==> config.mk <==
export PLATFORM = sky130hd
export DESIGN_NAME = psu_presence_monitor_and_commander
export DESIGN_NICKNAME = d
export VERILOG_FILES = /design/src/hw/rtl/ppmc_pkg.sv /design/src/hw/rtl/ppmc_cfg_regs.sv /design/src/hw/rtl/ppmc_monitor.sv /design/src/hw/rtl/ppmc_sequencer.sv /design/src/hw/rtl/psu_presence_monitor_and_commander.sv
export VERILOG_INCLUDE_DIRS = /design/src /design/src/hw/rtl
export SDC_FILE = /design/constraint.sdc
export NUM_CORES = 1
export LEC_CHECK = 0
export ABC_CLOCK_PERIOD_IN_PS = 36400
export BUFFER_PORTS_ARGS = -buffer_cell sky130_fd_sc_hd__buf_2
export CORE_ASPECT_RATIO = 0.75
export CORE_UTILIZATION = 55
export DETAILED_ROUTE_END_ITERATION = 12
export PLACE_DENSITY = 0.75
export SYNTH_ARGS = -nofsm -noshare
export SYNTH_HDL_FRONTEND = slang
export SYNTH_SLANG_ARGS = --single-unit
==> constraint.sdc <==
create_clock -name clk -period 36.4 [get_ports clk]
set_input_delay 0 -clock clk [delete_from_list [all_inputs] [get_ports clk]]
set_output_delay 0 -clock clk [all_outputs]
set_load 0.005 [all_outputs]
==> src/hw/rtl/psu_presence_monitor_and_commander_assert.svh <==
// assertion macros for the supply presence monitor and commander
// no dependencies; included by the top level
`ifndef PSU_PRESENCE_MONITOR_AND_COMMANDER_ASSERT_SVH
`define PSU_PRESENCE_MONITOR_AND_COMMANDER_ASSERT_SVH

// same-cycle implication, off while reset is asserted
`define PPMC_ASSERT_NOW(label, clk, rst_n, ante, cons) \
	label: assert property (@(posedge clk) disable iff (!(rst_n)) (ante) |-> (cons)) \
		else $error("implication failed");

// next-cycle implication, off while reset is asserted
`define PPMC_ASSERT_NEXT(label, clk, rst_n, ante, cons) \
	label: assert property (@(posedge clk) disable iff (!(rst_n)) (ante) |=> (cons)) \
		else $error("next-cycle implication failed");

`endif

==> src/hw/rtl/ppmc_pkg.sv <==
// shared types and constants for the supply presence monitor and commander
// no dependencies
package ppmc_pkg;

	// item modes
	localparam logic [1:0] MODE_TICK     = 2'd0;
	localparam logic [1:0] MODE_SETPOINT = 2'd1;
	localparam logic [1:0] MODE_OFF      = 2'd2;

	// result kinds
	localparam logic KIND_STATUS = 1'b0;
	localparam logic KIND_WRITE  = 1'b1;

	// supply registers and commands
	localparam logic [7:0] CTRL_REG   = 8'h7C;
	localparam logic [7:0] VOLT_REG   = 8'h70;
	localparam logic [7:0] CURR_REG   = 8'h72;
	localparam logic [7:0] CMD_REMOTE = 8'h80;
	localparam logic [7:0] CMD_COMMIT = 8'h84;
	localparam logic [7:0] CMD_ON     = 8'h85;
	localparam logic [1:0] LEN_BYTE   = 2'd1;
	localparam logic [1:0] LEN_HALF   = 2'd2;

	// configuration register indexes
	localparam int CFG_IDX_W = 3;
	localparam int CFG_DATA_W = 16;
	localparam logic [CFG_IDX_W-1:0] CFG_STALE_STEP    = 3'd0;
	localparam logic [CFG_IDX_W-1:0] CFG_ALIVE_CAP     = 3'd1;
	localparam logic [CFG_IDX_W-1:0] CFG_PRESENT_LIMIT = 3'd2;
	localparam logic [CFG_IDX_W-1:0] CFG_VOLT_DEADBAND = 3'd3;
	localparam logic [CFG_IDX_W-1:0] CFG_CURR_DEADBAND = 3'd4;
	localparam logic [CFG_IDX_W-1:0] CFG_TEMP_DEADBAND = 3'd5;

	// reset values
	localparam logic [12:0] STALE_STEP_RST    = 13'd200;
	localparam logic [12:0] ALIVE_CAP_RST     = 13'd5000;
	localparam logic [12:0] PRESENT_LIMIT_RST = 13'd1000;
	localparam logic [15:0] VOLT_DEADBAND_RST = 16'd5;
	localparam logic [15:0] CURR_DEADBAND_RST = 16'd5;
	localparam logic [7:0]  TEMP_DEADBAND_RST = 8'd0;
	localparam logic [12:0] ALIVE_COUNT_RST   = 13'd1000;
	localparam logic [12:0] ALIVE_COUNT_MAX   = 13'd8191;

	// results per item
	localparam logic [2:0] NRES_SETPOINT = 3'd6;

	typedef struct packed {
		logic [1:0]  mode;
		logic        ok_volt;
		logic        ok_curr;
		logic        ok_temp;
		logic        ok_ctrl;
		logic [15:0] raw_volt;
		logic [15:0] raw_curr;
		logic [7:0]  raw_temp;
		logic [7:0]  ctrl_byte;
		logic [15:0] set_volt_centi;
		logic [15:0] set_curr_centi;
	} in_word_t;

	typedef struct packed {
		logic        kind;
		logic [7:0]  reg_addr;
		logic [1:0]  write_len;
		logic [15:0] write_data;
		logic        present;
		logic        out_enabled;
		logic [15:0] volt_centi;
		logic [15:0] curr_centi;
		logic [7:0]  temp_c;
		logic        temp_valid;
		logic        last;
	} out_word_t;

	typedef struct packed {
		logic [12:0] stale_step;
		logic [12:0] alive_cap;
		logic [12:0] present_limit;
		logic [15:0] volt_deadband;
		logic [15:0] curr_deadband;
		logic [7:0]  temp_deadband;
	} cfg_t;

	// monitor view of the word in the input register
	typedef struct packed {
		logic        present;
		logic        on_now;
		logic        pub;
		logic        present_nxt;
		logic        on_nxt;
		logic [15:0] volt_nxt;
		logic [15:0] curr_nxt;
		logic [7:0]  temp_nxt;
	} mon_t;

	// sequencer status
	typedef struct packed {
		logic commit;
		logic busy;
	} seq_t;

endpackage

==> src/hw/rtl/ppmc_cfg_regs.sv <==
// configuration registers for the supply presence monitor and commander
// depends on ppmc_pkg
module ppmc_cfg_regs (
	input  logic                            clk,
	input  logic                            arst_n,
	input  logic                            cfg_we,
	input  logic [ppmc_pkg::CFG_IDX_W-1:0]  cfg_index,
	input  logic [ppmc_pkg::CFG_DATA_W-1:0] cfg_data,
	output ppmc_pkg::cfg_t                  cfg
);
	import ppmc_pkg::*;

	cfg_t cfg_q;

	// register writes, unknown indexes dropped
	always_ff @(posedge clk or negedge arst_n) begin
		if (!arst_n) begin
			cfg_q.stale_step    <= STALE_STEP_RST;
			cfg_q.alive_cap     <= ALIVE_CAP_RST;
			cfg_q.present_limit <= PRESENT_LIMIT_RST;
			cfg_q.volt_deadband <= VOLT_DEADBAND_RST;
			cfg_q.curr_deadband <= CURR_DEADBAND_RST;
			cfg_q.temp_deadband <= TEMP_DEADBAND_RST;
		end else if (cfg_we) begin
			case (cfg_index)
				CFG_STALE_STEP:    cfg_q.stale_step    <= cfg_data[12:0];
				CFG_ALIVE_CAP:     cfg_q.alive_cap     <= cfg_data[12:0];
				CFG_PRESENT_LIMIT: cfg_q.present_limit <= cfg_data[12:0];
				CFG_VOLT_DEADBAND: cfg_q.volt_deadband <= cfg_data;
				CFG_CURR_DEADBAND: cfg_q.curr_deadband <= cfg_data;
				CFG_TEMP_DEADBAND: cfg_q.temp_deadband <= cfg_data[7:0];
				default: ;
			endcase
		end
	end

	assign cfg = cfg_q;

endmodule

==> src/hw/rtl/ppmc_monitor.sv <==
// alive tracking, stored measurements and publish decision
// depends on ppmc_pkg
module ppmc_monitor (
	input  logic               clk,
	input  logic               arst_n,
	input  ppmc_pkg::cfg_t     cfg,
	input  ppmc_pkg::in_word_t item_s1,
	input  logic               commit,
	output ppmc_pkg::mon_t     mon
);
	import ppmc_pkg::*;

	logic [12:0] alive_q;
	logic        present_q;
	logic        on_q;
	logic [15:0] volt_q;
	logic [15:0] curr_q;
	logic [7:0]  temp_q;
	logic        pub_once_q;
	logic        pub_present_q;
	logic        pub_on_q;
	logic [15:0] pub_volt_q;
	logic [15:0] pub_curr_q;
	logic [7:0]  pub_temp_q;

	logic        any_ok;
	logic [13:0] alive_sum;
	logic [12:0] alive_nxt;
	logic        present_nxt;
	logic        on_nxt;
	logic [15:0] volt_nxt;
	logic [15:0] curr_nxt;
	logic [7:0]  temp_nxt;
	logic [15:0] volt_diff;
	logic [15:0] curr_diff;
	logic [7:0]  temp_diff;
	logic        pub;

	// next alive count and measurements for a tick
	always_comb begin
		any_ok    = item_s1.ok_volt | item_s1.ok_curr | item_s1.ok_temp | item_s1.ok_ctrl;
		alive_sum = {1'b0, alive_q} + {1'b0, cfg.stale_step};
		if (any_ok) begin
			alive_nxt = '0;
		end else if (alive_q < cfg.alive_cap) begin
			alive_nxt = alive_sum[13] ? ALIVE_COUNT_MAX : alive_sum[12:0];
		end else begin
			alive_nxt = alive_q;
		end
		present_nxt = (alive_nxt <= cfg.present_limit);
		volt_nxt    = item_s1.ok_volt ? item_s1.raw_volt : volt_q;
		curr_nxt    = item_s1.ok_curr ? item_s1.raw_curr : curr_q;
		temp_nxt    = item_s1.ok_temp ? item_s1.raw_temp : temp_q;
		on_nxt      = item_s1.ok_ctrl ? item_s1.ctrl_byte[0] : on_q;
	end

	// deadband checks against the last published values
	always_comb begin
		volt_diff = (volt_nxt > pub_volt_q) ? volt_nxt - pub_volt_q : pub_volt_q - volt_nxt;
		curr_diff = (curr_nxt > pub_curr_q) ? curr_nxt - pub_curr_q : pub_curr_q - curr_nxt;
		temp_diff = (temp_nxt > pub_temp_q) ? temp_nxt - pub_temp_q : pub_temp_q - temp_nxt;
		pub = !pub_once_q
			|| (present_nxt != pub_present_q)
			|| (on_nxt != pub_on_q)
			|| (volt_diff > cfg.volt_deadband)
			|| (curr_diff > cfg.curr_deadband)
			|| (temp_diff > cfg.temp_deadband);
	end

	// state update when the word leaves the input register
	always_ff @(posedge clk or negedge arst_n) begin
		if (!arst_n) begin
			alive_q       <= ALIVE_COUNT_RST;
			present_q     <= 1'b0;
			on_q          <= 1'b0;
			volt_q        <= '0;
			curr_q        <= '0;
			temp_q        <= '0;
			pub_once_q    <= 1'b0;
			pub_present_q <= 1'b0;
			pub_on_q      <= 1'b0;
			pub_volt_q    <= '0;
			pub_curr_q    <= '0;
			pub_temp_q    <= '0;
		end else if (commit) begin
			if (item_s1.mode == MODE_TICK) begin
				alive_q   <= alive_nxt;
				present_q <= present_nxt;
				on_q      <= on_nxt;
				volt_q    <= volt_nxt;
				curr_q    <= curr_nxt;
				temp_q    <= temp_nxt;
				if (pub) begin
					pub_once_q    <= 1'b1;
					pub_present_q <= present_nxt;
					pub_on_q      <= on_nxt;
					pub_volt_q    <= volt_nxt;
					pub_curr_q    <= curr_nxt;
					pub_temp_q    <= temp_nxt;
				end
			end else if (item_s1.mode == MODE_SETPOINT && present_q) begin
				on_q <= 1'b1;
			end
		end
	end

	always_comb begin
		mon.present     = present_q;
		mon.on_now      = on_q;
		mon.pub         = pub;
		mon.present_nxt = present_nxt;
		mon.on_nxt      = on_nxt;
		mon.volt_nxt    = volt_nxt;
		mon.curr_nxt    = curr_nxt;
		mon.temp_nxt    = temp_nxt;
	end

endmodule

==> src/hw/rtl/ppmc_sequencer.sv <==
// input register, result sequencing and output register
// depends on ppmc_pkg
module ppmc_sequencer (
	input  logic                clk,
	input  logic                arst_n,
	input  logic                item_valid,
	output logic                item_ready,
	input  ppmc_pkg::in_word_t  item,
	output logic                result_valid,
	input  logic                result_ready,
	output ppmc_pkg::out_word_t result,
	input  ppmc_pkg::mon_t      mon,
	output ppmc_pkg::in_word_t  item_s1,
	output ppmc_pkg::seq_t      sts
);
	import ppmc_pkg::*;

	logic      valid_s1;
	in_word_t  word_s1;
	logic [2:0] idx_q;
	logic      out_valid_q;
	out_word_t out_q;

	logic      [2:0] n_res;
	logic      load_out;
	logic      done;
	out_word_t res;

	// number of results for the word in the input register
	always_comb begin
		case (word_s1.mode)
			MODE_TICK:     n_res = mon.pub ? 3'd1 : 3'd0;
			MODE_SETPOINT: n_res = mon.present ? NRES_SETPOINT : 3'd0;
			MODE_OFF:      n_res = 3'd1;
			default:       n_res = 3'd0;
		endcase
		load_out   = valid_s1 && (n_res != 3'd0) && (!out_valid_q || result_ready);
		done       = valid_s1 && ((n_res == 3'd0) || (load_out && idx_q == n_res - 3'd1));
		item_ready = !valid_s1 || done;
	end

	// result word selected by mode and position
	always_comb begin
		res = '0;
		case (word_s1.mode)
			MODE_TICK: begin
				res.kind        = KIND_STATUS;
				res.present     = mon.present_nxt;
				res.out_enabled = mon.on_nxt;
				res.volt_centi  = mon.volt_nxt;
				res.curr_centi  = mon.curr_nxt;
				res.temp_c      = mon.temp_nxt;
				res.temp_valid  = 1'b1;
				res.last        = 1'b1;
			end
			MODE_SETPOINT: begin
				case (idx_q)
					3'd0: begin
						res.kind       = KIND_WRITE;
						res.reg_addr   = CTRL_REG;
						res.write_len  = LEN_BYTE;
						res.write_data = {8'd0, CMD_REMOTE};
					end
					3'd1: begin
						res.kind       = KIND_WRITE;
						res.reg_addr   = VOLT_REG;
						res.write_len  = LEN_HALF;
						res.write_data = word_s1.set_volt_centi;
					end
					3'd2: begin
						res.kind       = KIND_WRITE;
						res.reg_addr   = CURR_REG;
						res.write_len  = LEN_HALF;
						res.write_data = word_s1.set_curr_centi;
					end
					3'd3: begin
						res.kind       = KIND_WRITE;
						res.reg_addr   = CTRL_REG;
						res.write_len  = LEN_BYTE;
						res.write_data = {8'd0, CMD_COMMIT};
					end
					3'd4: begin
						res.kind       = KIND_WRITE;
						res.reg_addr   = CTRL_REG;
						res.write_len  = LEN_BYTE;
						res.write_data = {8'd0, CMD_ON};
					end
					default: begin
						// closing status of a setpoint
						res.kind        = KIND_STATUS;
						res.present     = 1'b1;
						res.out_enabled = 1'b1;
						res.volt_centi  = word_s1.set_volt_centi;
						res.last        = 1'b1;
					end
				endcase
			end
			MODE_OFF: begin
				res.kind       = KIND_WRITE;
				res.reg_addr   = CTRL_REG;
				res.write_len  = LEN_BYTE;
				res.write_data = {8'd0, CMD_REMOTE};
				res.last       = 1'b1;
			end
			default: ;
		endcase
	end

	// input register and result position
	always_ff @(posedge clk or negedge arst_n) begin
		if (!arst_n) begin
			valid_s1 <= 1'b0;
			idx_q    <= '0;
		end else begin
			if (item_valid && item_ready) begin
				valid_s1 <= 1'b1;
			end else if (done) begin
				valid_s1 <= 1'b0;
			end
			if (done) begin
				idx_q <= '0;
			end else if (load_out) begin
				idx_q <= idx_q + 3'd1;
			end
		end
	end

	always_ff @(posedge clk) begin
		if (item_valid && item_ready) begin
			word_s1 <= item;
		end
	end

	// output register
	always_ff @(posedge clk or negedge arst_n) begin
		if (!arst_n) begin
			out_valid_q <= 1'b0;
		end else if (load_out) begin
			out_valid_q <= 1'b1;
		end else if (result_ready) begin
			out_valid_q <= 1'b0;
		end
	end

	always_ff @(posedge clk) begin
		if (load_out) begin
			out_q <= res;
		end
	end

	assign result_valid = out_valid_q;
	assign result       = out_q;
	assign item_s1      = word_s1;
	assign sts          = '{commit: done, busy: valid_s1};

endmodule

==> src/hw/rtl/psu_presence_monitor_and_commander.sv <==
// top level of the supply presence monitor and commander
// depends on ppmc_pkg, ppmc_cfg_regs, ppmc_monitor, ppmc_sequencer and the assert header
//
// channel   | signals                               | word
// ----------+---------------------------------------+--------------------
// item      | item_valid / item_ready / item        | ppmc_pkg::in_word_t
// result    | result_valid / result_ready / result  | ppmc_pkg::out_word_t
// config    | cfg_we / cfg_index / cfg_data         | 16 bit write data
//
// tick and off words pass the input register at one word per cycle unless results stall
// a setpoint holds the input register for six results, one per cycle unless stalled
// a word with no results leaves the input register without waiting for the output
// results are formed combinationally and reach the port through the output register
// a stalled result holds the output register and the input register behind it
// reset clears the state and loads the configuration defaults at once
`include "psu_presence_monitor_and_commander_assert.svh"

module psu_presence_monitor_and_commander (
	input  logic                            clk,
	input  logic                            arst_n,
	input  logic                            item_valid,
	output logic                            item_ready,
	input  ppmc_pkg::in_word_t              item,
	output logic                            result_valid,
	input  logic                            result_ready,
	output ppmc_pkg::out_word_t             result,
	input  logic                            cfg_we,
	input  logic [ppmc_pkg::CFG_IDX_W-1:0]  cfg_index,
	input  logic [ppmc_pkg::CFG_DATA_W-1:0] cfg_data
);
	import ppmc_pkg::*;

	cfg_t     cfg;
	mon_t     mon;
	in_word_t item_s1;
	seq_t     sts;

	ppmc_cfg_regs u_cfg (
		.clk       (clk),
		.arst_n    (arst_n),
		.cfg_we    (cfg_we),
		.cfg_index (cfg_index),
		.cfg_data  (cfg_data),
		.cfg       (cfg)
	);

	ppmc_monitor u_mon (
		.clk     (clk),
		.arst_n  (arst_n),
		.cfg     (cfg),
		.item_s1 (item_s1),
		.commit  (sts.commit),
		.mon     (mon)
	);

	ppmc_sequencer u_seq (
		.clk          (clk),
		.arst_n       (arst_n),
		.item_valid   (item_valid),
		.item_ready   (item_ready),
		.item         (item),
		.result_valid (result_valid),
		.result_ready (result_ready),
		.result       (result),
		.mon          (mon),
		.item_s1      (item_s1),
		.sts          (sts)
	);

	// checks
	`PPMC_ASSERT_NOW(a_ready_only_when_busy, clk, arst_n, !item_ready, sts.busy)
	`PPMC_ASSERT_NOW(a_write_fields_clear, clk, arst_n, result_valid && result.kind == KIND_WRITE, !result.present && !result.temp_valid && !result.out_enabled)
	`PPMC_ASSERT_NEXT(a_setpoint_turns_on, clk, arst_n, sts.commit && item_s1.mode == MODE_SETPOINT && mon.present, mon.on_now)

endmodule
==> metrics.txt <==
# TYPE chip_impl_metric gauge
chip_impl_metric{name="area.growth.synth_to_final",unit="%"} 18.4
chip_impl_metric{name="cp.required",unit="ns"} 36.55
chip_impl_metric{name="synth_enable_flop_cells",unit=""} 144
chip_impl_info{name="unrepaired_setup_endpoints_after_global_routing",value="no"} 1
chip_impl_metric{name="grt_pass1_vias",unit=""} 13600
chip_impl_metric{name="area.sequential",unit="um^2"} 8910
chip_impl_metric{name="power",unit="mW"} 2.01
chip_impl_metric{name="grt_first_pass_wirelength",unit="mm"} 70.7
chip_impl_metric{name="maxCapViolations",unit=""} 0
chip_impl_metric{name="synth-adder-area-share",unit="%"} 12.0
chip_impl_metric{name="drt.antenna.violating_nets",unit=""} 0
chip_impl_metric{name="synth.top_cell.area_share",unit="%"} 23.5
chip_impl_info{name="layout_common_cells",value="inv_1, buf_2, ha_1"} 1
chip_impl_metric{name="die-area",unit="um^2"} 34300
chip_impl_metric{name="synthArstFlopShare",unit="%"} 55.8
chip_impl_metric{name="synth_area_in_simple_gates",unit="%"} 7.85
chip_impl_metric{name="largest_net_degree_at_the_start_of_global_routing",unit=""} 96
chip_impl_info{name="critPathKind",value="register to register"} 1
chip_impl_metric{name="postLayoutSetupSlackWorst",unit="ns"} 25.95
chip_impl_metric{name="groute.usage.overall",unit="%"} 26.0
chip_impl_metric{name="nFillCells",unit=""} 2531
chip_impl_info{name="crit_path_top_delay_cell",value="edfxtp_1"} 1
chip_impl_info{name="cts-root-buf",value="clkbuf_16"} 1
chip_impl_metric{name="post-route-util",unit="%"} 66.8
chip_impl_metric{name="worst-slew-pin-transition",unit="ns"} 1.21
chip_impl_metric{name="rows",unit=""} 57
chip_impl_metric{name="critical_path.max_fanout",unit=""} 69
chip_impl_metric{name="place.detailed.hpwl",unit="mm"} 30.1
chip_impl_info{name="worst_path_most_repeated_cell",value="and3_1"} 1
chip_impl_metric{name="core_area",unit="um^2"} 32700
chip_impl_metric{name="initial_antenna_violation_count",unit=""} 0
chip_impl_metric{name="port_buffers",unit=""} 173
chip_impl_metric{name="post-cts-setup-buffer-count",unit=""} 0
chip_impl_metric{name="cts_max_path_buffers",unit=""} 3
chip_impl_metric{name="ctsHtreeMaxLevel",unit=""} 2
chip_impl_metric{name="synth_warnings",unit=""} 0
chip_impl_metric{name="power.ir.vdd_worst",unit="mV"} 0.0547
chip_impl_info{name="critical_path.startpoint_type",value="register"} 1
chip_impl_metric{name="dr.first_iter.drc_count",unit=""} 983
chip_impl_metric{name="power_density",unit="nW/um^2"} 92.0
chip_impl_info{name="hold_class",value="input pin to async pin"} 1
chip_impl_info{name="yosysTopAreaCell",value="edfxtp_1"} 1
chip_impl_metric{name="clk_pin_slew_worst_setup_hold_paths",unit="ns"} 0.06
chip_impl_metric{name="routed_wire_length_per_instance",unit="um"} 18.2
chip_impl_info{name="dominant_combinational_cell_family_by_area_after_synthesis",value="compound AO/OA/AOI/OAI gates"} 1
chip_impl_metric{name="total_cts_buffers",unit=""} 35
chip_impl_metric{name="clock_latency_of_the_later_clocked_register_in_the_worst_skew_pair",unit="ns"} 0.53
chip_impl_metric{name="setup_tns",unit="ns"} 0
chip_impl_metric{name="seq_total_area_yosys",unit="%"} 48.3
chip_impl_metric{name="finalWeightedCongestion",unit=""} 0.860
chip_impl_info{name="tritoncts",value="built"} 1
chip_impl_metric{name="floorplan.die.width",unit="um"} 213
chip_impl_metric{name="syn_area",unit="um^2"} 18400
chip_impl_metric{name="synth-compound-area-share",unit="%"} 14.4
chip_impl_metric{name="chipHeight",unit="um"} 161
chip_impl_metric{name="combined_buffer_and_inverter_count_along_the_critical_path",unit=""} 4
chip_impl_metric{name="hold_viol_final",unit=""} 0
chip_impl_metric{name="achievable-frequency",unit="MHz"} 95.7
chip_impl_metric{name="floorplan.io_pins",unit=""} 183
chip_impl_metric{name="via_per_inst",unit=""} 5.64
chip_impl_metric{name="period_minus_slack",unit="ns"} 10.45
chip_impl_metric{name="power.leakage",unit="nW"} 10.0
chip_impl_metric{name="routed_wl",unit="mm"} 43.6
chip_impl_metric{name="post_route_cells_drive_above_1_share",unit="%"} 19.8
chip_impl_metric{name="crit_path_max_incr_delay",unit="ns"} 1.06
chip_impl_metric{name="final.period_utilization",unit="%"} 28.7
chip_impl_metric{name="max-slew-margin-rel",unit="%"} 18.7
chip_impl_metric{name="multi_input_area",unit="um^2"} 8540
chip_impl_metric{name="synth.lib_cells_used.distinct",unit=""} 80
chip_impl_metric{name="finalClockSkew",unit="ns"} 0.0252
chip_impl_metric{name="maxSlewViolCount",unit=""} 0
chip_impl_info{name="ys.flop_type",value="dfrtp_1"} 1
chip_impl_metric{name="place_ws",unit="ns"} 26.05
chip_impl_metric{name="antenna_cells",unit=""} 0
chip_impl_info{name="status",value="finished clean"} 1
chip_impl_info{name="worst_path_dominant_cell_family",value="simple AND/OR/NAND/NOR gates"} 1
chip_impl_info{name="layout.cells.most_common",value="inv_1"} 1
chip_impl_metric{name="drc_errors",unit=""} 0
chip_impl_metric{name="setup_violations",unit=""} 0
chip_impl_metric{name="start_util",unit="%"} 56.4
chip_impl_metric{name="syn_avg_cell_area",unit="um^2"} 11.0
chip_impl_metric{name="route.vias.total",unit=""} 13500
chip_impl_metric{name="synthesized_instance_count",unit=""} 1670
chip_impl_metric{name="worst_r2r_setup_slack",unit="ns"} 25.95
chip_impl_metric{name="yosys.area_share.xor_xnor",unit="%"} 2.33
chip_impl_metric{name="numClockSinks",unit=""} 326
chip_impl_info{name="synthTopCellsByArea",value="edfxtp_1, dfrtp_1, ha_1"} 1
chip_impl_info{name="setup.worst_path.end_class",value="register"} 1
chip_impl_metric{name="cp.arrival",unit="ns"} 10.60
chip_impl_metric{name="postCtsResizedCells",unit=""} 0
chip_impl_metric{name="synth_seq_cells",unit=""} 326
chip_impl_metric{name="grt-ovfl-total",unit=""} 0
chip_impl_metric{name="detail_route.first_pass.iterations",unit=""} 7
chip_impl_metric{name="muxShareOfSynthArea",unit="%"} 9.54
chip_impl_metric{name="num-nets-final",unit=""} 2206
chip_impl_metric{name="whs",unit="ns"} 0.00963
[final timing paths]
check                                  start           endpoint  cells after the start
max in group asynchronous             arst_n      u_cfg.cfg[36]                      4
min                                   arst_n      u_cfg.cfg[78]                      2
max reg2reg                u_seq.item_s1[82]  u_seq.item_s1[73]                     29
max                        u_seq.item_s1[82]  u_seq.item_s1[73]                     29
min in group clk                cfg_index[2]      u_cfg.cfg[49]                      5
min reg2reg                 u_mon.volt_q[13]   u_mon.volt_q[13]                      2
[synthesized netlist by cell type (7+ instances only)]
master,count
mux2i_1,76
buf_4,12
nor3_1,14
a21o_1,58
and2_1,28
o21a_1,8
a22oi_1,15
a21oi_1,99
dfrtp_1,158
o21ai_0,124
nor2b_1,12
xor2_1,19
fa_1,7
ha_1,165
nand4_1,19
inv_1,180
xnor2_1,30
o221a_2,11
clkbuf_1,45
a31oi_1,7
nand3_1,16
edfxtp_1,144
and3_1,10
nand2_1,119
o211ai_1,8
mux2_2,86
a22o_1,16
dfstp_2,24
nand2b_1,9
nor2_1,51
o21bai_1,14
[logic make-up after synthesis]
family          after synthesis
fa+ha+maj                   172
mux                         164
other cells                   1
xor+xnor                     49
compound gates              410
flops                       326
buf+inv                     248
simple gates                300
[power by group]
group	switching (mW)	internal [mW]	leakage (nW)
Sequential	0.0520	0.497	3.57
Clock	0.150	0.221	0.583
Combinational	0.626	0.462	5.86
[through the flow]
stage | cells | area [um^2]
floorplan | 1671 | 18400
global placement | 2231 | 19600
detailed placement | 2231 | 19600
CTS | 2393 | 21800
global route | 2393 | 21800
finish | 2393 | 21800
[sequential cells by signal, indices dropped and copies added, names as in the netlist]
signal,count
u_cfg.cfg,79
u_mon.alive_q,13
u_mon.curr_q,16
u_mon.on_q,1
u_mon.present_q,1
u_mon.pub_curr_q,16
u_mon.pub_on_q,1
u_mon.pub_once_q,1
u_mon.pub_present_q,1
u_mon.pub_temp_q,8
u_mon.pub_volt_q,16
u_mon.temp_q,8
u_mon.volt_q,16
u_seq.idx_q,3
u_seq.item_s1,79
u_seq.result,65
u_seq.result_valid,1
u_seq.valid_s1,1
[layout make-up]
type	instances	share of cell area [%]
clock buffers	45	4.33
repair buffers	284	8.94
inverters	180	3.10
well taps	442	2.53
flip-flops and latches	326	40.8
clock inverters	19	1.14
multi-input cells	1097	39.1
[per-layer routing]
metal  GRT usage (%)  part of all wire [%]
met1            36.8                    46
met2            41.9                    47
met3            3.36                   4.4
met4            7.82                   2.6
met5               0                     0
[repair_timing]
item,4_1_cts,5_1_grt
setup endpoints to repair,0,0
hold endpoints to repair,211,0
hold buffers,98,0
[worst reg2reg max path: cells and delay by family, from the launching register on]
family / cells / cell delay (ns)
and+or+nand+nor: 9 / 2.77
DFF: 1 / 1.06
xor gates and xnor gates: 1 / 0.11
adders and majority gates: 3 / 0.99
buffers and inverters: 4 / 1.64
AOI/OAI and AO/OA: 10 / 2.43
muxes: 2 / 1.03
No activity file was read; power rests on OpenSTA's default activity.
